<file path="src/multichannel_moving_average_assert.svh">
// ----------------------------------------------------------------------------
// Assertion macros for the moving average block
// Both macros sample on the rising clock edge and are off while reset is low.
// Setting NO_ASSERTIONS turns every use into empty text.
// ----------------------------------------------------------------------------
`ifndef MULTICHANNEL_MOVING_AVERAGE_ASSERT_SVH
`define MULTICHANNEL_MOVING_AVERAGE_ASSERT_SVH

`ifndef NO_ASSERTIONS

// Full property as written.
`define MMA_ASSERT(lbl, clk, rst, prop, msg) \
  lbl: assert property (@(posedge clk) disable iff (!rst) prop) else $error(msg);

// Antecedent in this cycle, consequent in the next.
`define MMA_ASSERT_NEXT(lbl, clk, rst, ante, cons, msg) \
  lbl: assert property (@(posedge clk) disable iff (!rst) (ante) |=> (cons)) else $error(msg);

`else

`define MMA_ASSERT(lbl, clk, rst, prop, msg)
`define MMA_ASSERT_NEXT(lbl, clk, rst, ante, cons, msg)

`endif

`endif

</file>
<file path="src/mma_pkg.sv">
// ----------------------------------------------------------------------------
// mma_pkg
// Shared types and constants of the multichannel moving average block.
// ----------------------------------------------------------------------------
package mma_pkg;

  // Defaults for the top level parameters
  localparam int CHANNELS_DEF    = 8;
  localparam int WINDOW_DEF      = 16;
  localparam int SAMPLE_BITS_DEF = 12;

  // Fixed field widths of the transactions
  localparam int CHAN_W  = 3;
  localparam int FIELD_W = 12;

  // Output queue; depth is a power of two so the pointers wrap naturally
  localparam int OQ_DEPTH = 4;
  localparam int OQ_PTR_W = $clog2(OQ_DEPTH);
  localparam int OQ_CNT_W = $clog2(OQ_DEPTH + 1);

  typedef enum logic {
    CMD_SAMPLE = 1'b0,
    CMD_READ   = 1'b1
  } cmd_t;

  typedef struct packed {
    cmd_t               command;
    logic [CHAN_W-1:0]  channel;
    logic [FIELD_W-1:0] sample;
    logic               frame_end;
  } in_item_t;

  typedef struct packed {
    logic [FIELD_W-1:0] smoothed;
    logic [FIELD_W-1:0] raw;
  } out_item_t;

  // Control travelling with a finished running sum
  typedef struct packed {
    logic valid;   // stage holds a transaction
    logic ok;      // channel index is in range
  } stage_ctl_t;

endpackage

</file>
<file path="src/mma_stream_if.sv">
// ----------------------------------------------------------------------------
// mma_in_if / mma_out_if
// Valid/ready channels carrying the input and result transactions.
// ----------------------------------------------------------------------------
interface mma_in_if;
  import mma_pkg::*;

  logic     valid;
  logic     ready;
  in_item_t data;

  modport source (output valid, output data, input ready);
  modport sink   (input valid, input data, output ready);
endinterface

interface mma_out_if;
  import mma_pkg::*;

  logic      valid;
  logic      ready;
  out_item_t data;

  modport source (output valid, output data, input ready);
  modport sink   (input valid, input data, output ready);
endinterface

</file>
<file path="src/mma_ram.sv">
// ----------------------------------------------------------------------------
// mma_ram
// Generic single write port, single read port RAM with registered read.
// ----------------------------------------------------------------------------
module mma_ram #(
  parameter int WIDTH = 12,
  parameter int DEPTH = 128
) (
  input  logic                     clk,
  input  logic                     we_i,
  input  logic [$clog2(DEPTH)-1:0] waddr_i,
  input  logic [WIDTH-1:0]         wdata_i,
  input  logic [$clog2(DEPTH)-1:0] raddr_i,
  output logic [WIDTH-1:0]         rdata_o
);

  logic [WIDTH-1:0] mem_r [DEPTH];
  logic [WIDTH-1:0] rdata_r;

  // Read returns the old contents on a same-address write
  always_ff @(posedge clk) begin
    if (we_i) begin
      mem_r[waddr_i] <= wdata_i;
    end
    rdata_r <= mem_r[raddr_i];
  end

  assign rdata_o = rdata_r;

endmodule

</file>
<file path="src/mma_core.sv">
// ----------------------------------------------------------------------------
// mma_core
// Ring position, history lookup and running sum update per transaction.
// ----------------------------------------------------------------------------
`include "multichannel_moving_average_assert.svh"

module mma_core #(
  parameter int CHANNELS    = 8,
  parameter int WINDOW      = 16,
  parameter int SAMPLE_BITS = 12
) (
  input  logic                                    clk,
  input  logic                                    rst_n,
  input  logic                                    acc_i,
  input  mma_pkg::in_item_t                       item_i,
  output mma_pkg::stage_ctl_t                     ctl_o,
  output logic [SAMPLE_BITS+$clog2(WINDOW)-1:0]   sum_o,
  output logic [SAMPLE_BITS-1:0]                  raw_o,
  output logic [1:0]                              inflight_o
);
  import mma_pkg::*;

  localparam int POS_W  = $clog2(WINDOW);
  localparam int DEPTH  = CHANNELS * WINDOW;
  localparam int ADDR_W = $clog2(DEPTH);
  localparam int CH_W   = (CHANNELS > 1) ? $clog2(CHANNELS) : 1;
  localparam int SUM_W  = SAMPLE_BITS + POS_W;
  localparam logic [SUM_W-1:0] SUM_INIT = SUM_W'(WINDOW / 2);
  localparam logic [POS_W-1:0] POS_LAST = POS_W'(WINDOW - 1);

  // Accept side
  logic                   in_ok;
  logic [CH_W-1:0]        in_ch;
  logic [ADDR_W-1:0]      rd_addr;
  logic [SAMPLE_BITS-1:0] in_smp;
  logic                   in_wr;
  logic [POS_W-1:0]       pos_r, pos_nxt;

  // Lookup stage
  logic                   s1_v_r;
  logic                   s1_wr_r;
  logic                   s1_ok_r;
  logic [CH_W-1:0]        s1_ch_r;
  logic [ADDR_W-1:0]      s1_addr_r;
  logic [SAMPLE_BITS-1:0] s1_smp_r;
  logic                   fwd_r, fwd_nxt;
  logic [SAMPLE_BITS-1:0] fwd_data_r;
  logic [SAMPLE_BITS-1:0] ram_q;
  logic [SAMPLE_BITS-1:0] old_smp;
  logic [SUM_W-1:0]       sum_cur;
  logic [SUM_W-1:0]       sum_new;
  logic                   s1_we;

  // Per-channel state and history valid bits
  logic [SUM_W-1:0]       sum_r [CHANNELS];
  logic [SAMPLE_BITS-1:0] raw_r [CHANNELS];
  logic [DEPTH-1:0]       hist_vld_r;

  // Sum stage
  stage_ctl_t             s2_ctl_r;
  logic [SUM_W-1:0]       s2_sum_r;
  logic [SAMPLE_BITS-1:0] s2_raw_r;

  assign in_ok   = 32'(item_i.channel) < 32'(CHANNELS);
  assign in_ch   = in_ok ? CH_W'(item_i.channel) : '0;
  assign rd_addr = ADDR_W'(ADDR_W'(in_ch) * ADDR_W'(WINDOW)) + ADDR_W'(pos_r);
  assign in_smp  = SAMPLE_BITS'(item_i.sample);
  assign in_wr   = (item_i.command == CMD_SAMPLE) && in_ok;

  always_comb begin
    pos_nxt = pos_r;
    if (acc_i && (item_i.command == CMD_SAMPLE) && item_i.frame_end) begin
      pos_nxt = (pos_r == POS_LAST) ? '0 : pos_r + 1'b1;
    end
  end

  // The entry being written this edge is read by the next transaction at
  // the same edge; the RAM returns old data, so bypass it.
  assign fwd_nxt = s1_v_r && s1_wr_r && (s1_addr_r == rd_addr);

  mma_ram #(
    .WIDTH (SAMPLE_BITS),
    .DEPTH (DEPTH)
  ) u_hist (
    .clk     (clk),
    .we_i    (s1_we),
    .waddr_i (s1_addr_r),
    .wdata_i (s1_smp_r),
    .raddr_i (rd_addr),
    .rdata_o (ram_q)
  );

  assign s1_we   = s1_v_r && s1_wr_r;
  assign old_smp = fwd_r ? fwd_data_r : (hist_vld_r[s1_addr_r] ? ram_q : '0);
  assign sum_cur = sum_r[s1_ch_r];
  assign sum_new = sum_cur - SUM_W'(old_smp) + SUM_W'(s1_smp_r);

  always_ff @(posedge clk) begin
    if (!rst_n) begin
      pos_r      <= '0;
      s1_v_r     <= 1'b0;
      s2_ctl_r   <= '0;
      hist_vld_r <= '0;
      for (int i = 0; i < CHANNELS; i++) begin
        sum_r[i] <= SUM_INIT;
        raw_r[i] <= '0;
      end
    end else begin
      pos_r          <= pos_nxt;
      s1_v_r         <= acc_i;
      s2_ctl_r.valid <= s1_v_r;
      s2_ctl_r.ok    <= s1_ok_r;
      if (s1_we) begin
        hist_vld_r[s1_addr_r] <= 1'b1;
        sum_r[s1_ch_r]        <= sum_new;
        raw_r[s1_ch_r]        <= s1_smp_r;
      end
    end
  end

  // Payload registers
  always_ff @(posedge clk) begin
    s1_wr_r    <= in_wr;
    s1_ok_r    <= in_ok;
    s1_ch_r    <= in_ch;
    s1_addr_r  <= rd_addr;
    s1_smp_r   <= in_smp;
    fwd_r      <= fwd_nxt;
    fwd_data_r <= s1_smp_r;
    s2_sum_r   <= s1_wr_r ? sum_new : sum_cur;
    s2_raw_r   <= s1_wr_r ? s1_smp_r : raw_r[s1_ch_r];
  end

  assign ctl_o      = s2_ctl_r;
  assign sum_o      = s2_sum_r;
  assign raw_o      = s2_raw_r;
  assign inflight_o = {1'b0, s1_v_r} + {1'b0, s2_ctl_r.valid};

  `MMA_ASSERT(a_pos_range, clk, rst_n, pos_r <= POS_LAST, "ring position out of window")
  `MMA_ASSERT_NEXT(a_hist_marked, clk, rst_n, s1_we, hist_vld_r[$past(s1_addr_r)],
    "history entry not marked after write")

endmodule

</file>
<file path="src/mma_div.sv">
// ----------------------------------------------------------------------------
// mma_div
// Divides the running sum by the window length with a reciprocal multiply.
// ----------------------------------------------------------------------------
module mma_div #(
  parameter int WINDOW      = 16,
  parameter int SAMPLE_BITS = 12
) (
  input  mma_pkg::stage_ctl_t                   ctl_i,
  input  logic [SAMPLE_BITS+$clog2(WINDOW)-1:0] sum_i,
  input  logic [SAMPLE_BITS-1:0]                raw_i,
  output logic                                  push_o,
  output mma_pkg::out_item_t                    res_o
);
  import mma_pkg::*;

  localparam int POS_W = $clog2(WINDOW);
  localparam int SUM_W = SAMPLE_BITS + POS_W;
  localparam int SH    = SUM_W + POS_W;
  localparam int M_W   = SUM_W + 1;
  // ceil(2^SH / WINDOW): exact floor division for every SUM_W-bit dividend
  localparam logic [63:0] RECIP = ((64'd1 << SH) + 64'(WINDOW) - 64'd1) / 64'(WINDOW);

  logic [2*M_W-1:0]       prod;
  logic [SAMPLE_BITS-1:0] quot;

  assign prod = {{(M_W){1'b0}}, 1'b0, sum_i} * {{(M_W){1'b0}}, M_W'(RECIP)};
  assign quot = prod[SH +: SAMPLE_BITS];

  assign push_o         = ctl_i.valid;
  assign res_o.smoothed = ctl_i.ok ? FIELD_W'(quot) : '0;
  assign res_o.raw      = ctl_i.ok ? FIELD_W'(raw_i) : '0;

endmodule

</file>
<file path="src/mma_oq.sv">
// ----------------------------------------------------------------------------
// mma_oq
// Small result queue that decouples the pipeline from output backpressure.
// ----------------------------------------------------------------------------
`include "multichannel_moving_average_assert.svh"

module mma_oq (
  input  logic                        clk,
  input  logic                        rst_n,
  input  logic                        push_i,
  input  mma_pkg::out_item_t          data_i,
  mma_out_if.source                   out_m,
  output logic [mma_pkg::OQ_CNT_W-1:0] count_o
);
  import mma_pkg::*;

  out_item_t             mem_r [OQ_DEPTH];
  logic [OQ_PTR_W-1:0]   head_r, tail_r;
  logic [OQ_CNT_W-1:0]   count_r, count_nxt;
  logic                  pop;

  assign pop       = out_m.valid && out_m.ready;
  assign count_nxt = count_r + OQ_CNT_W'(push_i) - OQ_CNT_W'(pop);

  always_ff @(posedge clk) begin
    if (!rst_n) begin
      head_r  <= '0;
      tail_r  <= '0;
      count_r <= '0;
    end else begin
      count_r <= count_nxt;
      if (push_i) begin
        tail_r <= tail_r + 1'b1;
      end
      if (pop) begin
        head_r <= head_r + 1'b1;
      end
    end
  end

  always_ff @(posedge clk) begin
    if (push_i) begin
      mem_r[tail_r] <= data_i;
    end
  end

  assign out_m.valid = (count_r != '0);
  assign out_m.data  = mem_r[head_r];
  assign count_o     = count_r;

  `MMA_ASSERT(a_no_overflow, clk, rst_n, push_i |-> (count_r < OQ_DEPTH) || pop,
    "result pushed into full queue")

endmodule

</file>
<file path="src/multichannel_moving_average.sv">
// Each transaction passes the RAM read and the sum update before its result is queued.
// One transaction per cycle while in_s.ready is high; each input gives exactly one result.
// Result queue of 4 entries; input stalls only when queued plus in-flight results fill it.
// Reset (rst_n, synchronous, active low): history reads as zero, sums at WINDOW/2,
// raw values zero, ring position zero; ready once reset is released, no clearing pass.
// ----------------------------------------------------------------------------
// multichannel_moving_average
// Per-channel box-car moving average of ADC samples over WINDOW samples.
// ----------------------------------------------------------------------------
`include "multichannel_moving_average_assert.svh"

module multichannel_moving_average #(
  parameter int CHANNELS    = mma_pkg::CHANNELS_DEF,
  parameter int WINDOW      = mma_pkg::WINDOW_DEF,
  parameter int SAMPLE_BITS = mma_pkg::SAMPLE_BITS_DEF
) (
  input  logic       clk,
  input  logic       rst_n,
  mma_in_if.sink     in_s,
  mma_out_if.source  out_m
);
  import mma_pkg::*;

  localparam int SUM_W = SAMPLE_BITS + $clog2(WINDOW);

  // Pipeline overview:
  //   accept edge : input registered, history RAM read at channel*WINDOW
  //                 + ring position, ring position advanced on a frame_end sample
  //   sum stage   : old sample swapped out (bypassed when the previous
  //                 transaction wrote the same entry), running sum and
  //                 last raw value updated for an in-range sample
  //   queue stage : sum / WINDOW by reciprocal multiply, result queued
  // The core never stalls; input ready is a credit check that keeps room
  // in the queue for every transaction still in the pipeline.

  logic                   in_rdy;
  logic                   in_acc;
  stage_ctl_t             s2_ctl;
  logic [SUM_W-1:0]       s2_sum;
  logic [SAMPLE_BITS-1:0] s2_raw;
  logic [1:0]             inflight;
  logic                   q_push;
  out_item_t              q_data;
  logic [OQ_CNT_W-1:0]    q_count;

  // Queue entries plus transactions in flight must leave one free slot;
  // nothing is taken while reset is held
  assign in_rdy     = rst_n && ((q_count + OQ_CNT_W'(inflight)) < OQ_CNT_W'(OQ_DEPTH));
  assign in_s.ready = in_rdy;
  assign in_acc     = in_s.valid && in_rdy;

  mma_core #(
    .CHANNELS    (CHANNELS),
    .WINDOW      (WINDOW),
    .SAMPLE_BITS (SAMPLE_BITS)
  ) u_core (
    .clk        (clk),
    .rst_n      (rst_n),
    .acc_i      (in_acc),
    .item_i     (in_s.data),
    .ctl_o      (s2_ctl),
    .sum_o      (s2_sum),
    .raw_o      (s2_raw),
    .inflight_o (inflight)
  );

  // Rounded average; out-of-range channels give zero fields
  mma_div #(
    .WINDOW      (WINDOW),
    .SAMPLE_BITS (SAMPLE_BITS)
  ) u_div (
    .ctl_i  (s2_ctl),
    .sum_i  (s2_sum),
    .raw_i  (s2_raw),
    .push_o (q_push),
    .res_o  (q_data)
  );

  mma_oq u_oq (
    .clk     (clk),
    .rst_n   (rst_n),
    .push_i  (q_push),
    .data_i  (q_data),
    .out_m   (out_m),
    .count_o (q_count)
  );

  // Every accepted transaction reaches the queue after the lookup and sum stages
  `MMA_ASSERT(a_fixed_latency, clk, rst_n, in_acc |-> ##2 q_push,
    "accepted transaction did not reach result queue")
  // Credit accounting never promises more than the queue holds
  `MMA_ASSERT(a_credit, clk, rst_n, (q_count + OQ_CNT_W'(inflight)) <= OQ_CNT_W'(OQ_DEPTH),
    "queue credit exceeded")

endmodule

</file>
<file path="src/flat_wrapper.sv">
// flat-port wrapper written by rule: the top's interface ports become plain ports
module multichannel_moving_average_flat import mma_pkg::*;
#(
  parameter int CHANNELS    = mma_pkg::CHANNELS_DEF,
  parameter int WINDOW      = mma_pkg::WINDOW_DEF,
  parameter int SAMPLE_BITS = mma_pkg::SAMPLE_BITS_DEF
)
  (clk, rst_n, in_s_valid, in_s_data, in_s_ready, out_m_valid, out_m_data, out_m_ready);
  mma_in_if in_s_i ();
  mma_out_if out_m_i ();
  input  logic clk;
  input  logic rst_n;
  input wire logic [$bits(in_s_i.valid)-1:0] in_s_valid;
  input wire logic [$bits(in_s_i.data)-1:0] in_s_data;
  output wire logic [$bits(in_s_i.ready)-1:0] in_s_ready;
  output wire logic [$bits(out_m_i.valid)-1:0] out_m_valid;
  output wire logic [$bits(out_m_i.data)-1:0] out_m_data;
  input wire logic [$bits(out_m_i.ready)-1:0] out_m_ready;
  assign in_s_i.valid = in_s_valid;
  assign in_s_i.data = in_s_data;
  assign in_s_ready = in_s_i.ready;
  assign out_m_valid = out_m_i.valid;
  assign out_m_data = out_m_i.data;
  assign out_m_i.ready = out_m_ready;
  multichannel_moving_average #(.CHANNELS(CHANNELS), .WINDOW(WINDOW), .SAMPLE_BITS(SAMPLE_BITS)) u_core (.clk(clk), .rst_n(rst_n), .in_s(in_s_i), .out_m(out_m_i));
endmodule
</file>
<file path="config.mk">
export PLATFORM = sky130hd
export DESIGN_NAME = multichannel_moving_average_flat
export DESIGN_NICKNAME = d
export VERILOG_FILES = /design/src/mma_pkg.sv /design/src/mma_stream_if.sv /design/src/mma_ram.sv /design/src/mma_core.sv /design/src/mma_div.sv /design/src/mma_oq.sv /design/src/multichannel_moving_average.sv /design/src/flat_wrapper.sv
export VERILOG_INCLUDE_DIRS = /design/src /design/src/src
export SDC_FILE = /design/constraint.sdc
export NUM_CORES = 2
export LEC_CHECK = 0
export BUFFER_PORTS_ARGS = -buffer_cell sky130_fd_sc_hd__buf_2
export CAP_MARGIN = 20
export CORE_MARGIN = 5
export CORE_UTILIZATION = 57
export DETAILED_ROUTE_END_ITERATION = 16
export PLACE_DENSITY = 0.83
export REMOVE_ABC_BUFFERS = 1
export SLEW_MARGIN = 10
export SYNTH_ARGS = -nofsm -noshare
export SYNTH_HDL_FRONTEND = slang
export SYNTH_SLANG_ARGS = --single-unit
export TNS_END_PERCENT = 50
</file>
<file path="constraint.sdc">
create_clock -name clk -period 4.8 [get_ports clk]
set_input_delay 0.48 -clock clk [delete_from_list [all_inputs] [get_ports clk]]
set_output_delay 0.48 -clock clk [all_outputs]
set_load 0.05 [all_outputs]
</file>
==> impl_metrics.ini <==
[global_routing]
grt_pass1_vias = 43137
grt_pass1_wl_mm = 296
track_usage_pct = 27.5
overflow = 0
grt_max_degree = 102
antenna_found_initial = 10

[place]
place_area_um2 = 84200
port_buffers = 46
hpwl_mm = 115
place_congestion = 0.901
post-place-ws_ns = -0.135

[floorplan]
dieHeight_um = 385
initial_core_util_pct = 57.4
die-area_um2 = 148000
fp-row-count = 137
boundaryPins = 47
die-width_um = 385
core_area_um2 = 140000

[layout]
layout_common_cells = edfxtp_1, mux4_2, nor2_1, buf_4, clkbuf_16
final_area_um2 = 91200
nNetsFinal = 4355
areaGrowthSynthToFinish_pct = 13.8
drive_above_1_share_pct = 28.1
layout_commonest_cell = edfxtp_1

[cts]
worstSkewPairLatency_ns = 0.83
htreeDepth = 4
cts_buffer_depth = 3
root_buffer = clkbuf_16
cts_made_buffers = 191
cts_tree = yes
cts_num_sinks = 2069
path_clk_slew_ns = 0.07

[pwr]
swShare_pct = 22.4
p_int_uw = 29300
power_density_nw_per_um2 = 414
power.leakage_uw = 0.0292
fin_total_pwr_uw = 37800
peakVddDrop_mv = 0.334
clockPowerShare_pct = 39.8
sequentialPowerShare_pct = 52.9
p_sw_uw = 8450
power_frac_comb_pct = 7.3

[sta]
fin_crit_sh_pct = 99.8
finClkSkew_ns = 0.0335
setup_ws_ns = 0.00764
slew_headroom_pct = 20.8
slew_viol_final = 0
clock.fmax_mhz = 209
finalSetupViolations = 0
worst_pin_slew_ns = 1.19
hold_viol = 0
final.setup.tns_ns = 0
fin_crit_ns = 4.79
rsz0062_at_grt = yes

[worst_setup_path]
worst_ep_required_time_ns = 5.33
worstPathMaxFanout = 10
arrival_ns = 5.32
path_class = reg2reg
critPathLaunchType = flop
cp-end-kind = flop

[synthesis]
yosysSeqAreaShare_pct = 74.8
yosysWarnings = 0
synth_top_cell_by_area = edfxtp_1
synth_seq_cells = 2069
synth_top_area_share_pct = 69.5
synth_area_leaders = edfxtp_1, mux4_2, dfxtp_1
yosysUniqueCellTypes = 57
avgSynthCellArea_um2 = 20.1
synth_edf_count = 1856
ys_async_sr_fraction_pct = 0
syn_inst = 3991
synthFlopType = edfxtp_1
netlist_area_um2 = 80200

[drt]
ant_nets = 0
drt_pass1_iterations = 7
drc = 0
drtIter0Drc = 6093
via_per_inst = 6.74
vias = 42724
totalWireLength_mm = 203
wire_per_inst_um = 32.0

[status]
status = completed

[flow_run]
drv_cap = 0

[min_path]
min_path_type = in2reg
## worst paths after layout
kind	startpoint	to	slack, ns	cells after the start
setup / recovery	u_core.u_core.s1_addr_r[0]	u_core.u_core.sum_r[6][7]	0.008	19
hold / removal	in_s_data[13]	u_core.u_core.s1_addr_r[4]	0.08	1
setup reg to reg	u_core.u_core.s1_addr_r[0]	u_core.u_core.sum_r[6][7]	0.008	19
hold reg to reg	u_core.u_core.hist_vld_r[5]	u_core.u_core.hist_vld_r[5]	0.47	1
## critical path, stage by stage, from the launching register on
cell and delay (ns):
dfxtp_4 0.44, buf_12 0.15, buf_12 0.14, mux2i_1 0.22
nor2_1 0.06, nor4_1 0.27, o22ai_1 0.17, a211o_1 0.37
buf_4 0.17, a221oi_4 0.25, fa_2 0.53, ha_4 0.24
a21oi_2 0.16, o211ai_1 0.19, buf_4 0.20, o21a_1 0.18
o21a_1 0.20, o32ai_4 0.32, buf_6 0.17, nor2_1 0.05
## sequential cells by signal, summed over array words and instances, names as in the netlist, named ones only
name	count
u_core.u_core.hist_vld_r	128
u_core.u_core.s1_addr_r	6
u_core.u_core.raw_r	96
u_core.u_core.fwd_r	1
u_core.u_core.sum_r	128
u_core.u_core.u_hist.mem_r	1536
u_core.u_oq.tail_r	2
u_core.u_core.sum_o	12
u_core.u_oq.count_o	3
u_core.u_core.s1_wr_r	1
u_core.u_oq.mem_r	96
u_core.u_core.ctl_o	2
u_core.u_oq.head_r	2
u_core.u_core.raw_o	12
u_core.u_core.u_hist.rdata_o	12
u_core.u_core.fwd_data_r	12
u_core.u_core.s1_v_r	1
u_core.u_core.s1_smp_r	12
u_core.u_core.s1_ch_r	1
u_core.u_core.pos_r	4
## area by class of cell
type	instances	area, um^2
diodes	4	10.0
clock buffers	266	5280
clock inverters	92	897
fillers	8478	48500
inverters	22	82.6
multi-input cells	1657	19500
flip-flops and latches	2069	60100
well taps	1876	2350
repair buffers	356	3000
## power by group through the flow
stage                     clock [uW]  combinational, uW  sequential [uW]
after detailed placement           0               2490            20400
after floorplan                    0               1650            20500
after global placement             0               2420            20300
after global routing           16000               2910            20000
after CTS                      15200               2550            20000
final                          15000               2750            20000
## cell families after synthesis
family | after synthesis | synth area share, %
AO/OA/AOI/OAI | 392 | 3.58
adder cells (fa/ha/maj) | 37 | 0.699
buffers and inverters | 265 | 1.38
flip-flops | 2069 | 74.8
AND/OR/NAND/NOR | 599 | 3.51
XOR/XNOR | 27 | 0.312
multiplexers | 602 | 15.7
## repair_timing
action                     in CTS  in global routing
hold buffers                   15                  0
buffers inserted                1                 17
setup endpoints to repair      57                 97
resized for setup              13                 81
gates cloned                    1                  4
pin swaps                       1                 34
hold endpoints to repair       15                  0
## Yosys cell counts, types with 14 or more instances
cell type and number:
buf_2 53, a21oi_1 48, o21a_1 147, nand4_1 14, inv_1 16, o21ai_0 22
edfxtp_1 1856, and2_1 84, nor2_1 318, clkbuf_1 154, mux2_2 24, a221oi_1 61
mux2i_1 58, buf_1 28, ha_1 24, and3_1 68, mux4_2 520, xnor2_1 17
dfxtp_1 213, nand2_1 51, a22oi_1 75
## routing by layer
| layer | track usage (%) | vias up | routed length (um) |
|---|---|---|---|
| met4 | 9.86 | 8 | 8240 |
| met3 | 6.66 | 569 | 24000 |
| met5 | 0 | - | 47 |
| met2 | 44.4 | 3279 | 99100 |
| met1 | 37.2 | 21947 | 71500 |
| li1 | - | 16921 | - |
## per-stage QoR
step,hold slack (ns),util [%],instances
final,0.0837,65.3,6342
after global routing,0.0643,65.3,6339
after CTS,0.0428,64.8,6316
after detailed placement,0.450,60.2,5941
after global placement,0.445,60.2,5936
after floorplan,0.433,-,3748
(Power assumes the default switching activity.)
